### src/nig_ram.sv
// ----------------------------------------------------------------------------
// nig_ram
// Generic single-write, single-read RAM with registered read data.
// ----------------------------------------------------------------------------
module nig_ram #(
  parameter int WIDTH = 8,
  parameter int DEPTH = 32
) (
  input  logic                                   clk,
  input  logic                                   we,
  input  logic [(DEPTH > 1 ? $clog2(DEPTH) : 1)-1:0] waddr,
  input  logic [WIDTH-1:0]                       wdata,
  input  logic                                   re,
  input  logic [(DEPTH > 1 ? $clog2(DEPTH) : 1)-1:0] raddr,
  output logic [WIDTH-1:0]                       rdata
);

  logic [WIDTH-1:0] mem_r [DEPTH];
  logic [WIDTH-1:0] rdata_r;

  // write port
  always_ff @(posedge clk) begin
    if (we) begin
      mem_r[waddr] <= wdata;
    end
  end

  // registered read port
  always_ff @(posedge clk) begin
    if (re) begin
      rdata_r <= mem_r[raddr];
    end
  end

  assign rdata = rdata_r;

endmodule

### config.mk
export PLATFORM = sky130hd
export DESIGN_NAME = nig_ram
export DESIGN_NICKNAME = d
export VERILOG_FILES = /design/src/nig_ram.sv
export SDC_FILE = /design/constraint.sdc
export NUM_CORES = 1
export LEC_CHECK = 0
export BUFFER_PORTS_ARGS = -buffer_cell sky130_fd_sc_hd__buf_2
export CAP_MARGIN = 20
export CORE_ASPECT_RATIO = 0.6
export CORE_MARGIN = 2
export CORE_UTILIZATION = 50
export DETAILED_ROUTE_END_ITERATION = 12
export HOLD_SLACK_MARGIN = 0.15
export PLACE_DENSITY = 0.66
export SLEW_MARGIN = 10
export SYNTH_ARGS = -nofsm -noshare
export SYNTH_HDL_FRONTEND = slang
export SYNTH_SLANG_ARGS = --single-unit
### constraint.sdc
create_clock -name clk -period 2.3 [get_ports clk]
set_input_delay 0.115 -clock clk [delete_from_list [all_inputs] [get_ports clk]]
set_output_delay 0.115 -clock clk [all_outputs]
set_load 0.02 [all_outputs]
## Word level (Yosys, flattened, before mapping)

Memories as Yosys holds them, arrays and structs flattened. A register that Yosys moved wholly into a read port is not among the register bits.
Index checks and enable logic that the tools add are counted.

- Flip-flop bits (word level): 0
- Memory bits (writable): 256
- Input port bits: 21
- Output and inout bits: 8
- Word-level logic and storage cells: 3
- Memories kept: 1

- Muxes and demuxes: 2

Memory list:

| name | depth | bits a word | rd ports | clocked after Yosys merged registers in | write ports | RTL line | text |
|---|---|---|---|---|---|---|---|
| mem_r | 32 | 8 | 1 | 1 | 1 | 18 | `logic [WIDTH-1:0] mem_r [DEPTH];` |

Operators by type and width:

| cell | count |
|---|---|
| $mux 1 | 2 |

## Longest topological paths before layout

- Depth in word-level cells: 2
- Depth in mapped cells: 5
- Mapped depth without buffers: 3

## Worst setup path before layout

OpenSTA, ideal clock, no wires.

- Path type: input to register
- Start: in raddr[2] (netlist bit)
- End: reg rdata_r[0] (netlist: rdata[0]), read port of mem_r, data pin
- Data arrival time: 1,797 ps
- Setup slack: 243 ps
- Stages on the path: 5
- Path through: clkbuf_1 clkbuf_1 mux4_2 mux4_2 mux2_2

RTL lines:

| item | RTL line | text |
|---|---|---|
| start, declared | 14 | `input logic [(DEPTH > 1 ? $clog2(DEPTH) : 1)-1:0] raddr,` |
| end, declared | 19 | `logic [WIDTH-1:0] rdata_r;` |

==> metrics.txt <==
total clock sinks between 200 and 300; Antenna Violating Nets Remaining 0; clock power share a little under two fifths; htree depth 1; Hold Worst Slack ~0.15 ns; TritonCTS clock tree done; Setup crit start kind flop; Reg2Reg Launch Point mem_r[13][2]$_DFFE_PP_; hold_sp wdata[0]; Worst Slack Setup Final approximately 0.34 ns; Initial DRT Pass Iterations 5; routed len/inst between 20 and 30 um; die width around 190 um; hold-fix buffers at CTS 4; Max stage delay on crit path 0.53 ns; setup TNS 0 ns; critical-path maximum fanout 1; syn avg cell area between 20 and 25 um2; Worst-path clk slew roughly 0.07 ns; switch share slightly above 20%; first-pass GRT wire length between 30 and 40 mm; Comb pwr share about 5.8%; leading cell types in the layout, fill and taps excluded edfxtp_1 (264), mux4_2 (80), buf_4 (39); peak supply drop 0.542 mV; largest net degree at the start of global routing 39; Final Critical Period 1.96 ns; Yosys Warn Count 0; Congestion Overflow GR 0; Non-Filler Instances 787; Synth cell types 14; Starting Density approximately half; Post-Route WL between 20 and 25 mm; Crit Path Category reg2reg; site row count 40; worst path bufs/invs 0; CTS max path bufs 3; most frequent CP cell mux4_2; Worst Reg-to-Reg Cells 3; clk_lat worst skew around 0.52 ns; syn nets 438; vias per cell between 6 and 7; sequential area share after synthesis roughly 78%; CP required 2.56 ns; max-cap violations 0; diodes inserted 0; Final Hold Fails 0; Hold WC Path Type in2reg; Slowest-stage cell, CP mux4_2; Max Fclk slightly above 500 MHz; Critical Path, Cell by Cell mux4_2 > mux4_2 > mux2_2; post-layout net count around 520; DP HPWL around 14 mm; dpl cells about 740; CP endpoint kind flop; Slew HR approximately 56%; share of layout cells above drive strength 1 a little under two fifths; Worst Hold Path EP mem_r[18][0]$_DFFE_PP_; vias in the first global route between 4000 and 5000; Cells after Synth roughly 420; Reg power frac a little under three fifths; root buffer cell clkbuf_16; CTS buffer count 23; Synth Cell Area around 10000 um2; port buffer count 28; GRT Total Usage 21.2%; Routability Congestion ~0.77; Die H roughly 110 um; Clock Skew 0.00972 ns; WP depth 3; final setup fails 0; synthesis-to-layout area growth 14.7%; die area around 21000 um2; R2R setup slack around 0.34 ns; hold path cells 1; run status finished clean; Period Utilization, post-route 85.0%; Worst EP arrival 2.22 ns; PD cells around 820 nW/um2; DR vias about 4800; cts repair resizes 0; static leakage between 0.003 and 0.004 uW; commonest non-fill, non-tap cell in the layout edfxtp_1; core box area roughly 20000 um2; worst slew pin tran ~0.66 ns; Power, Total between 9000 and 10000 uW; register bit total from synthesis between 200 and 300; initial antenna violation count 0; Sw Pwr ~2000 uW; post-CTS setup buffer count 0; DRC viols 0; unrepaired setup endpoints after global routing no; dpl ws around 0.095 ns; IO Pins 29; Final Max Tran Viols 0; Pint between 7000 and 8000 uW; reg2reg end rdata[2]$_DFFE_PP_; DRT iter0 DRCs 602; delay-heaviest family, CP multiplexers
-- worst max path at each step --
stage / slack [ns] / endpoint / from
detailed placement: 0.1 / rdata[2]$_DFFE_PP_ / raddr[0]
global route: 0.32 / rdata[3]$_DFFE_PP_ / mem_r[31][3]$_DFFE_PP_
global placement: 0.11 / rdata[3]$_DFFE_PP_ / raddr[0]
floorplan: 0.24 / rdata[0]$_DFFE_PP_ / raddr[2]
CTS: 0.34 / rdata[3]$_DFFE_PP_ / mem_r[29][3]$_DFFE_PP_
finish: 0.34 / rdata[2]$_DFFE_PP_ / mem_r[13][2]$_DFFE_PP_
-- state kept, by name, summed over array words and instances, names as in the netlist --
name   flops
mem_r    256
rdata      8
-- logic make-up after synthesis --
kind of cell	after synthesis	synth area share, %
buffers and inverters	20	1.05
DFF	264	78.2
muxes	88	18.7
and+or+nand+nor	45	2.05
-- power by group through the flow --
stage / Clock, uW / Combinational [uW] / Sequential, uW
floorplan: 0 / 285 / 5500
global placement: 0 / 541 / 5490
detailed placement: 0 / 548 / 5500
CTS: 3680 / 553 / 5390
global route: 3830 / 582 / 5400
finish: 3610 / 550 / 5390
-- synthesized netlist by cell type (all sizes together) --
library cell	number	area, um2
nand2	1	3.75
mux4	80	1800
nor2	33	124
mux2	8	90.1
clkbuf	6	22.5
or3b	3	26.3
buf	14	83.8
nand3	2	10.0
nand3b	5	37.5
edfxtp	264	7930
or3	1	6.26
-- routing by layer --
metal  up-vias  global-route usage (%)  part of all wire [%]
li1       1941                       -                     -
met1      2566                    34.2                    44
met2       268                    29.0                    42
met3        23                    7.36                    13
met4         0                    2.52                   1.0
met5         -                       0                     0
-- layout make-up --
cell class / count / area, um2
multi-input cells: 133 / 2100
fillers: 1463 / 8290
clock buffers: 28 / 594
repair buffers: 75 / 568
clock inverters: 14 / 96.3
well taps: 273 / 342
flip-flops and latches: 264 / 7930
-- per-stage QoR --
| stage | instance area [um2] | util (%) |
|---|---|---|
| 3_3_place_gp | 10900 | 54.7 |
| 6_report | 11600 | 58.4 |
| 5_1_grt | 11600 | 58.4 |
| 3_5_place_dp | 10900 | 54.7 |
| 4_1_cts | 11600 | 58.4 |
| 2_1_floorplan | 10100 | - |
(Power assumes the default switching activity.)
