`config.mk`:
```
export PLATFORM = sky130hd
export DESIGN_NAME = nig_div
export DESIGN_NICKNAME = d
export VERILOG_FILES = /design/src/nig_div.sv
export SDC_FILE = /design/constraint.sdc
export NUM_CORES = 2
export LEC_CHECK = 0
export BUFFER_PORTS_ARGS = -buffer_cell sky130_fd_sc_hd__buf_2
export CORE_UTILIZATION = 40
export DETAILED_ROUTE_END_ITERATION = 8
export PLACE_DENSITY_LB_ADDON = 0.1
export SETUP_SLACK_MARGIN = 0.4
export SYNTH_ARGS = -nofsm -noshare
export SYNTH_HDL_FRONTEND = slang
export SYNTH_SLANG_ARGS = --single-unit
```
`constraint.sdc`:
```
create_clock -name clk -period 4.3 [get_ports clk]
set_input_delay 0.86 -clock clk [delete_from_list [all_inputs] [get_ports clk]]
set_output_delay 0.86 -clock clk [all_outputs]
set_load 0.02 [all_outputs]
```
`src/nig_div.sv`:
```
// ----------------------------------------------------------------------------
// nig_div
// Pipelined restoring divider, one quotient bit per stage, with side payload.
// ----------------------------------------------------------------------------
module nig_div #(
  parameter int NW = 31,
  parameter int DW = 16,
  parameter int SW = 8
) (
  input  logic          clk,
  input  logic          rst_n,
  input  logic          en,
  input  logic          in_vld,
  input  logic [NW-1:0] in_num,
  input  logic [SW-1:0] in_side,
  input  logic [DW-1:0] divisor,
  output logic          out_vld,
  output logic [NW-1:0] out_quo,
  output logic [NW-1:0] out_rem,
  output logic [SW-1:0] out_side
);

  localparam int CW = ((NW + 1) > DW) ? (NW + 2) : (DW + 1);

  logic          vld_r  [NW];
  logic [NW-1:0] num_r  [NW];
  logic [NW-1:0] rem_r  [NW];
  logic [NW-1:0] quo_r  [NW];
  logic [SW-1:0] side_r [NW];

  for (genvar s = 0; s < NW; s++) begin : g_stage
    logic          vld_in;
    logic [NW-1:0] num_in;
    logic [NW-1:0] rem_in;
    logic [NW-1:0] quo_in;
    logic [SW-1:0] side_in;
    logic [NW:0]   trial;
    logic [CW-1:0] diff;
    logic          ge;

    // stage inputs
    if (s == 0) begin : g_first
      assign vld_in  = in_vld;
      assign num_in  = in_num;
      assign rem_in  = '0;
      assign quo_in  = '0;
      assign side_in = in_side;
    end else begin : g_next
      assign vld_in  = vld_r[s-1];
      assign num_in  = num_r[s-1];
      assign rem_in  = rem_r[s-1];
      assign quo_in  = quo_r[s-1];
      assign side_in = side_r[s-1];
    end

    // trial subtract of one quotient bit
    always_comb begin
      trial = {rem_in, num_in[NW-1]};
      ge    = CW'(trial) >= CW'(divisor);
      diff  = CW'(trial) - CW'(divisor);
    end

    always_ff @(posedge clk) begin
      if (!rst_n) begin
        vld_r[s] <= 1'b0;
      end else if (en) begin
        vld_r[s] <= vld_in;
      end
    end

    always_ff @(posedge clk) begin
      if (en) begin
        num_r[s]  <= {num_in[NW-2:0], 1'b0};
        rem_r[s]  <= ge ? diff[NW-1:0] : trial[NW-1:0];
        quo_r[s]  <= {quo_in[NW-2:0], ge};
        side_r[s] <= side_in;
      end
    end
  end

  assign out_vld  = vld_r[NW-1];
  assign out_quo  = quo_r[NW-1];
  assign out_rem  = rem_r[NW-1];
  assign out_side = side_r[NW-1];

endmodule

```
== Word level (Yosys, flattened, before mapping) ==
Memories as Yosys holds them, arrays and structs flattened.
Cells that the tools add are included.

* Register bits: 0
* Bits in latches: 0
* Bits in writable memories: 3,131
* ROM bits: 0
* Input port bits: 59
* Output and inout port bits: 71
* Word-level logic and storage cells: 165
* Memories kept: 5

{| class="wikitable"
|+ Memories
! memory !! depth !! width !! read ports !! clocked after memory_dff !! write ports !! line !! RTL
|-
| quo_r || 31 || 31 || 31 || 0 || 31 || 28 || <nowiki>logic [NW-1:0] quo_r [NW];</nowiki>
|-
| rem_r || 31 || 31 || 31 || 0 || 31 || 27 || <nowiki>logic [NW-1:0] rem_r [NW];</nowiki>
|-
| num_r || 31 || 30 || 30 || 0 || 31 || 26 || <nowiki>logic [NW-1:0] num_r [NW];</nowiki>
|-
| side_r || 31 || 8 || 31 || 0 || 31 || 29 || <nowiki>logic [SW-1:0] side_r [NW];</nowiki>
|-
| vld_r || 31 || 1 || 31 || 0 || 31 || 25 || <nowiki>logic vld_r [NW];</nowiki>
|}

* Add/sub/neg operators: 31
* Multiply operators: 0
* Div/mod/pow operators: 0
* Magnitude comparators: 31
* Equality and inequality tests: 0
* Shifts and indexed selects: 0
* Muxes and demuxes: 67
* Bitwise gates (word level): 31
* Reduce and logical (&&, ||, !) cells: 0

{| class="wikitable"
|+ Operator list
! operator !! count
|-
| two-way mux 31 bit || 31
|-
| >= comparator 32 x 16 -> 1 bit || 30
|-
| subtractor 31 x 16 -> 31 bit || 30
|-
| two-way mux 1 bit || 36
|-
| bitwise OR 1 bit || 31
|-
| subtractor 1 x 16 -> 17 bit || 1
|-
| >= comparator 1 x 16 -> 1 bit || 1
|}

== Logic depth before layout (Yosys ltp) ==
* Word-level depth: 4
* Depth in mapped cells: 14
* Depth with buffers taken out: 13

== Worst setup path before layout ==
No wires, ideal clock.

* Kind: input to register
* Start point: input divisor[1]
* End point: memory rem_r[27][29] (netlist: rem_r[1][370]), data pin
* Setup time: 0.258 ns
* Data arrival time: 4.417 ns
* Data required time: 4.042 ns
* Slack: -0.375 ns
* Cell stages on the path: 13
* Buffers on the path: 2
* Path through: clkbuf_1 -> clkbuf_1 -> inv_1 -> ha_1 -> nor2b_1 -> o31ai_1 -> a21boi_0 -> o41ai_1 -> o21ai_0 -> a21o_1 -> a2111oi_2 -> nand3_1 -> xnor2_1

{| class="wikitable"
|+ RTL lines
! item !! line !! RTL
|-
| from (decl) || 16 || <nowiki>input logic [DW-1:0] divisor,</nowiki>
|-
| to (decl) || 27 ||
|}

==> results.toml <==
[routing]
vias_per_cell = 5.34
drcViolationCount = 0
routed_wl_mm = 237
routedWlPerCell_um = 19.3
vias = 65700
dr.pass1.iters = 6
drt_iter0_drc = 4922
postRouteAntennaNets = 0

[worst_setup_path]
cp_max_fo = 32
cp-end-kind = "flip-flop"
start_kind = "flip-flop"
crit_chain = "or4_1, or3_1, or3_1, nor4_4, buf_4, o41ai_1, buf_4, and3b_2, buf_8, o21ai_0"
cp_slowest_stage_delay_ns = 0.57
cp_top_family = "simple AND/OR/NAND/NOR gates"
crit_buf_inv = 3
critical_path_class = "flip-flop to flip-flop"
slowest_stage = "or4_1"
critPathArrivalTime_ns = 4.24
critical_path_required_ns = 4.87

[finish]
n_fill_cell = 23200
final_common_cell = "edfxtp_1"
final_cell_mix = "2186 x edfxtp_1, 630 x nand2_1, 569 x nor2_1, 567 x a21oi_1, 463 x ha_1"
multi_input_area_um2 = 37900
utilization = 0.466
drive_gt1_frac = 0.126
seq_area_um2 = 65700
finalNonFillerCells = 12300
area_growth_pct = 15.8
fin_nets = 9266

[place]
dp.cells = 11800
dp_hpwl_mm = 168
port_buffers = 129
place_congestion = 0.877
pre_cts_ws_ns = -0.290

[grt]
antenna_found_initial = 5
overflow = 0
grt_usage = 0.178
grt_pass1_vias = 64700
grt_max_degree = 168
grt_pass1_wl_mm = 371

[floorplan]
coreArea_um2 = 260000
die_w_um = 513
rows = 187
io_pins = 130
initial_core_util = 0.402
die_height_um = 513
dieArea_um2 = 263000

[synth]
ys_ff_latch = 2187
synth_enable_flop_cells = 2186
synth_compound_area_frac = 0.104
ys_warn_count = 0
synth_xor_area_frac = 0.0665
avgSynthCellArea_um2 = 12.9
syn-num-nets = 8696
synth-async-reset-ratio = 0
synth_cell_types = 88
synth-simple-area-share = 0.115
netlist_instances = 8125
synthAdderAreaFrac = 0.0635
synth.area.mux_share = 0.00825
synthFlopType = "edfxtp_1"
netlist_area_um2 = 104000
ys_seq_area_frac = 0.629
synth_top_family_by_area = "simple AND/OR/NAND/NOR gates"

[clock_tree]
cts_buffer_depth = 4
cts_buffers = 246
path_clk_slew_ns = 0.06
postCtsSetupBuffers = 0
clk_latency_ns = 0.90
cts_sinks = 2187
cts_tree = "built"
clockRootBuffer = "clkbuf_16"
htreeDepth = 4

[timing]
setup_viol = 0
fmax_mhz = 272
drv_slew = 0
timing.hold.ws_ns = 0.133
setup_slack_ns = 0.625
worst_slew_pin_slew_ns = 1.00
relSlewSlack = 0.331
setup_tns_ns = 0
final.setup_skew_ns = 0.0801
finalHoldViolations = 0
final.period_utilization = 0.855
rsz0062_at_grt = "no"
min_period_ns = 3.67

[power]
p_per_area_nw_per_um2 = 612
p_leak_nw = 43.7
vdd_drop_max_v = 0.000371

[flow_run]
maxCapViolCount = 0

[hold_path]
hp-class = "input pin to flip-flop"

[outcome]
status = "finished clean"
-- stage by stage --
stage / area [um^2] / total power, mW
after floorplan: 105000 / 45.9
after global placement: 113000 / 53.1
after detailed placement: 113000 / 53.2
after CTS: 121000 / 74.8
after global routing: 121000 / 78.3
final: 121000 / 74.0
-- cell usage after synthesis (61+ instances only) --
| library cell | n | area, um^2 |
|---|---|---|
| inv_1 | 192 | 721 |
| clkbuf_1 | 177 | 664 |
| nor3_1 | 205 | 1030 |
| xnor2_1 | 394 | 3450 |
| o21ai_0 | 444 | 2220 |
| xor2_1 | 399 | 3490 |
| nor2b_1 | 103 | 644 |
| a21o_1 | 215 | 1610 |
| ha_1 | 482 | 6030 |
| nand2b_1 | 115 | 719 |
| edfxtp_1 | 2186 | 65600 |
| a21oi_1 | 568 | 2840 |
| or3_1 | 90 | 563 |
| o31ai_1 | 61 | 458 |
| or4_1 | 65 | 488 |
| nand4_1 | 113 | 707 |
| mux2_2 | 65 | 732 |
| nand3_1 | 129 | 646 |
| nor4_1 | 136 | 851 |
| nand2_1 | 630 | 2360 |
| and3_1 | 70 | 438 |
| o21a_1 | 74 | 556 |
| nor2_1 | 571 | 2140 |
-- layout make-up --
class	count	area share
Sequential cell	2187	0.543
Multi-Input combinational cell	5544	0.313
Clock buffer	279	0.0519
Tap cell	3402	0.0352
Timing Repair Buffer	518	0.0347
Clock inverter	170	0.0155
Inverter	198	0.00642
Antenna cell	3	0.0000621
-- cells by family after synthesis --
| kind of cell | Yosys count |
|---|---|
| and+or+nand+nor | 2418 |
| DFF | 2187 |
| AOI/OAI and AO/OA | 1743 |
| xor gates and xnor gates | 793 |
| adders and majority gates | 512 |
| buffers and inverters | 394 |
| muxes | 78 |
-- routing by layer --
layer,track usage,vias up,share of wire
met5,0,-,0
met4,0.0558,0,0.028
met3,0.0235,381,0.043
met2,0.292,1445,0.47
met1,0.243,31900,0.46
li1,-,32000,-
-- timing repair --
action | in CTS | in global routing
gates cloned | 0 | 0
gates resized for setup | 2 | 3
setup endpoints to repair | 19 | 19
hold buffers | 0 | 0
-- state kept, by name, indices dropped and copies added (netlist names) --
name    flops
num_r     465
vld_r      31
side_r    248
quo_r     496
rem_r     947
-- report_power, final --
part | switching, mW | leakage [nW] | internal [mW]
sequential | 2.84 | 21.1 | 28.4
combinational | 12.2 | 18.7 | 9.50
clock | 8.59 | 3.94 | 12.5
-- final timing paths --
path	startpoint	to	slack, ns	depth (start not counted)
max reg2reg	rem_r[1][331]	rem_r[1][345]	0.63	10
max	rem_r[1][331]	rem_r[1][345]	0.63	10
min reg2reg	num_r[0][16]	num_r[1][17]	0.37	0
min	in_side[7]	side_r[0][7]	0.13	1
Note: power is estimated with default switching activity, not from simulation.
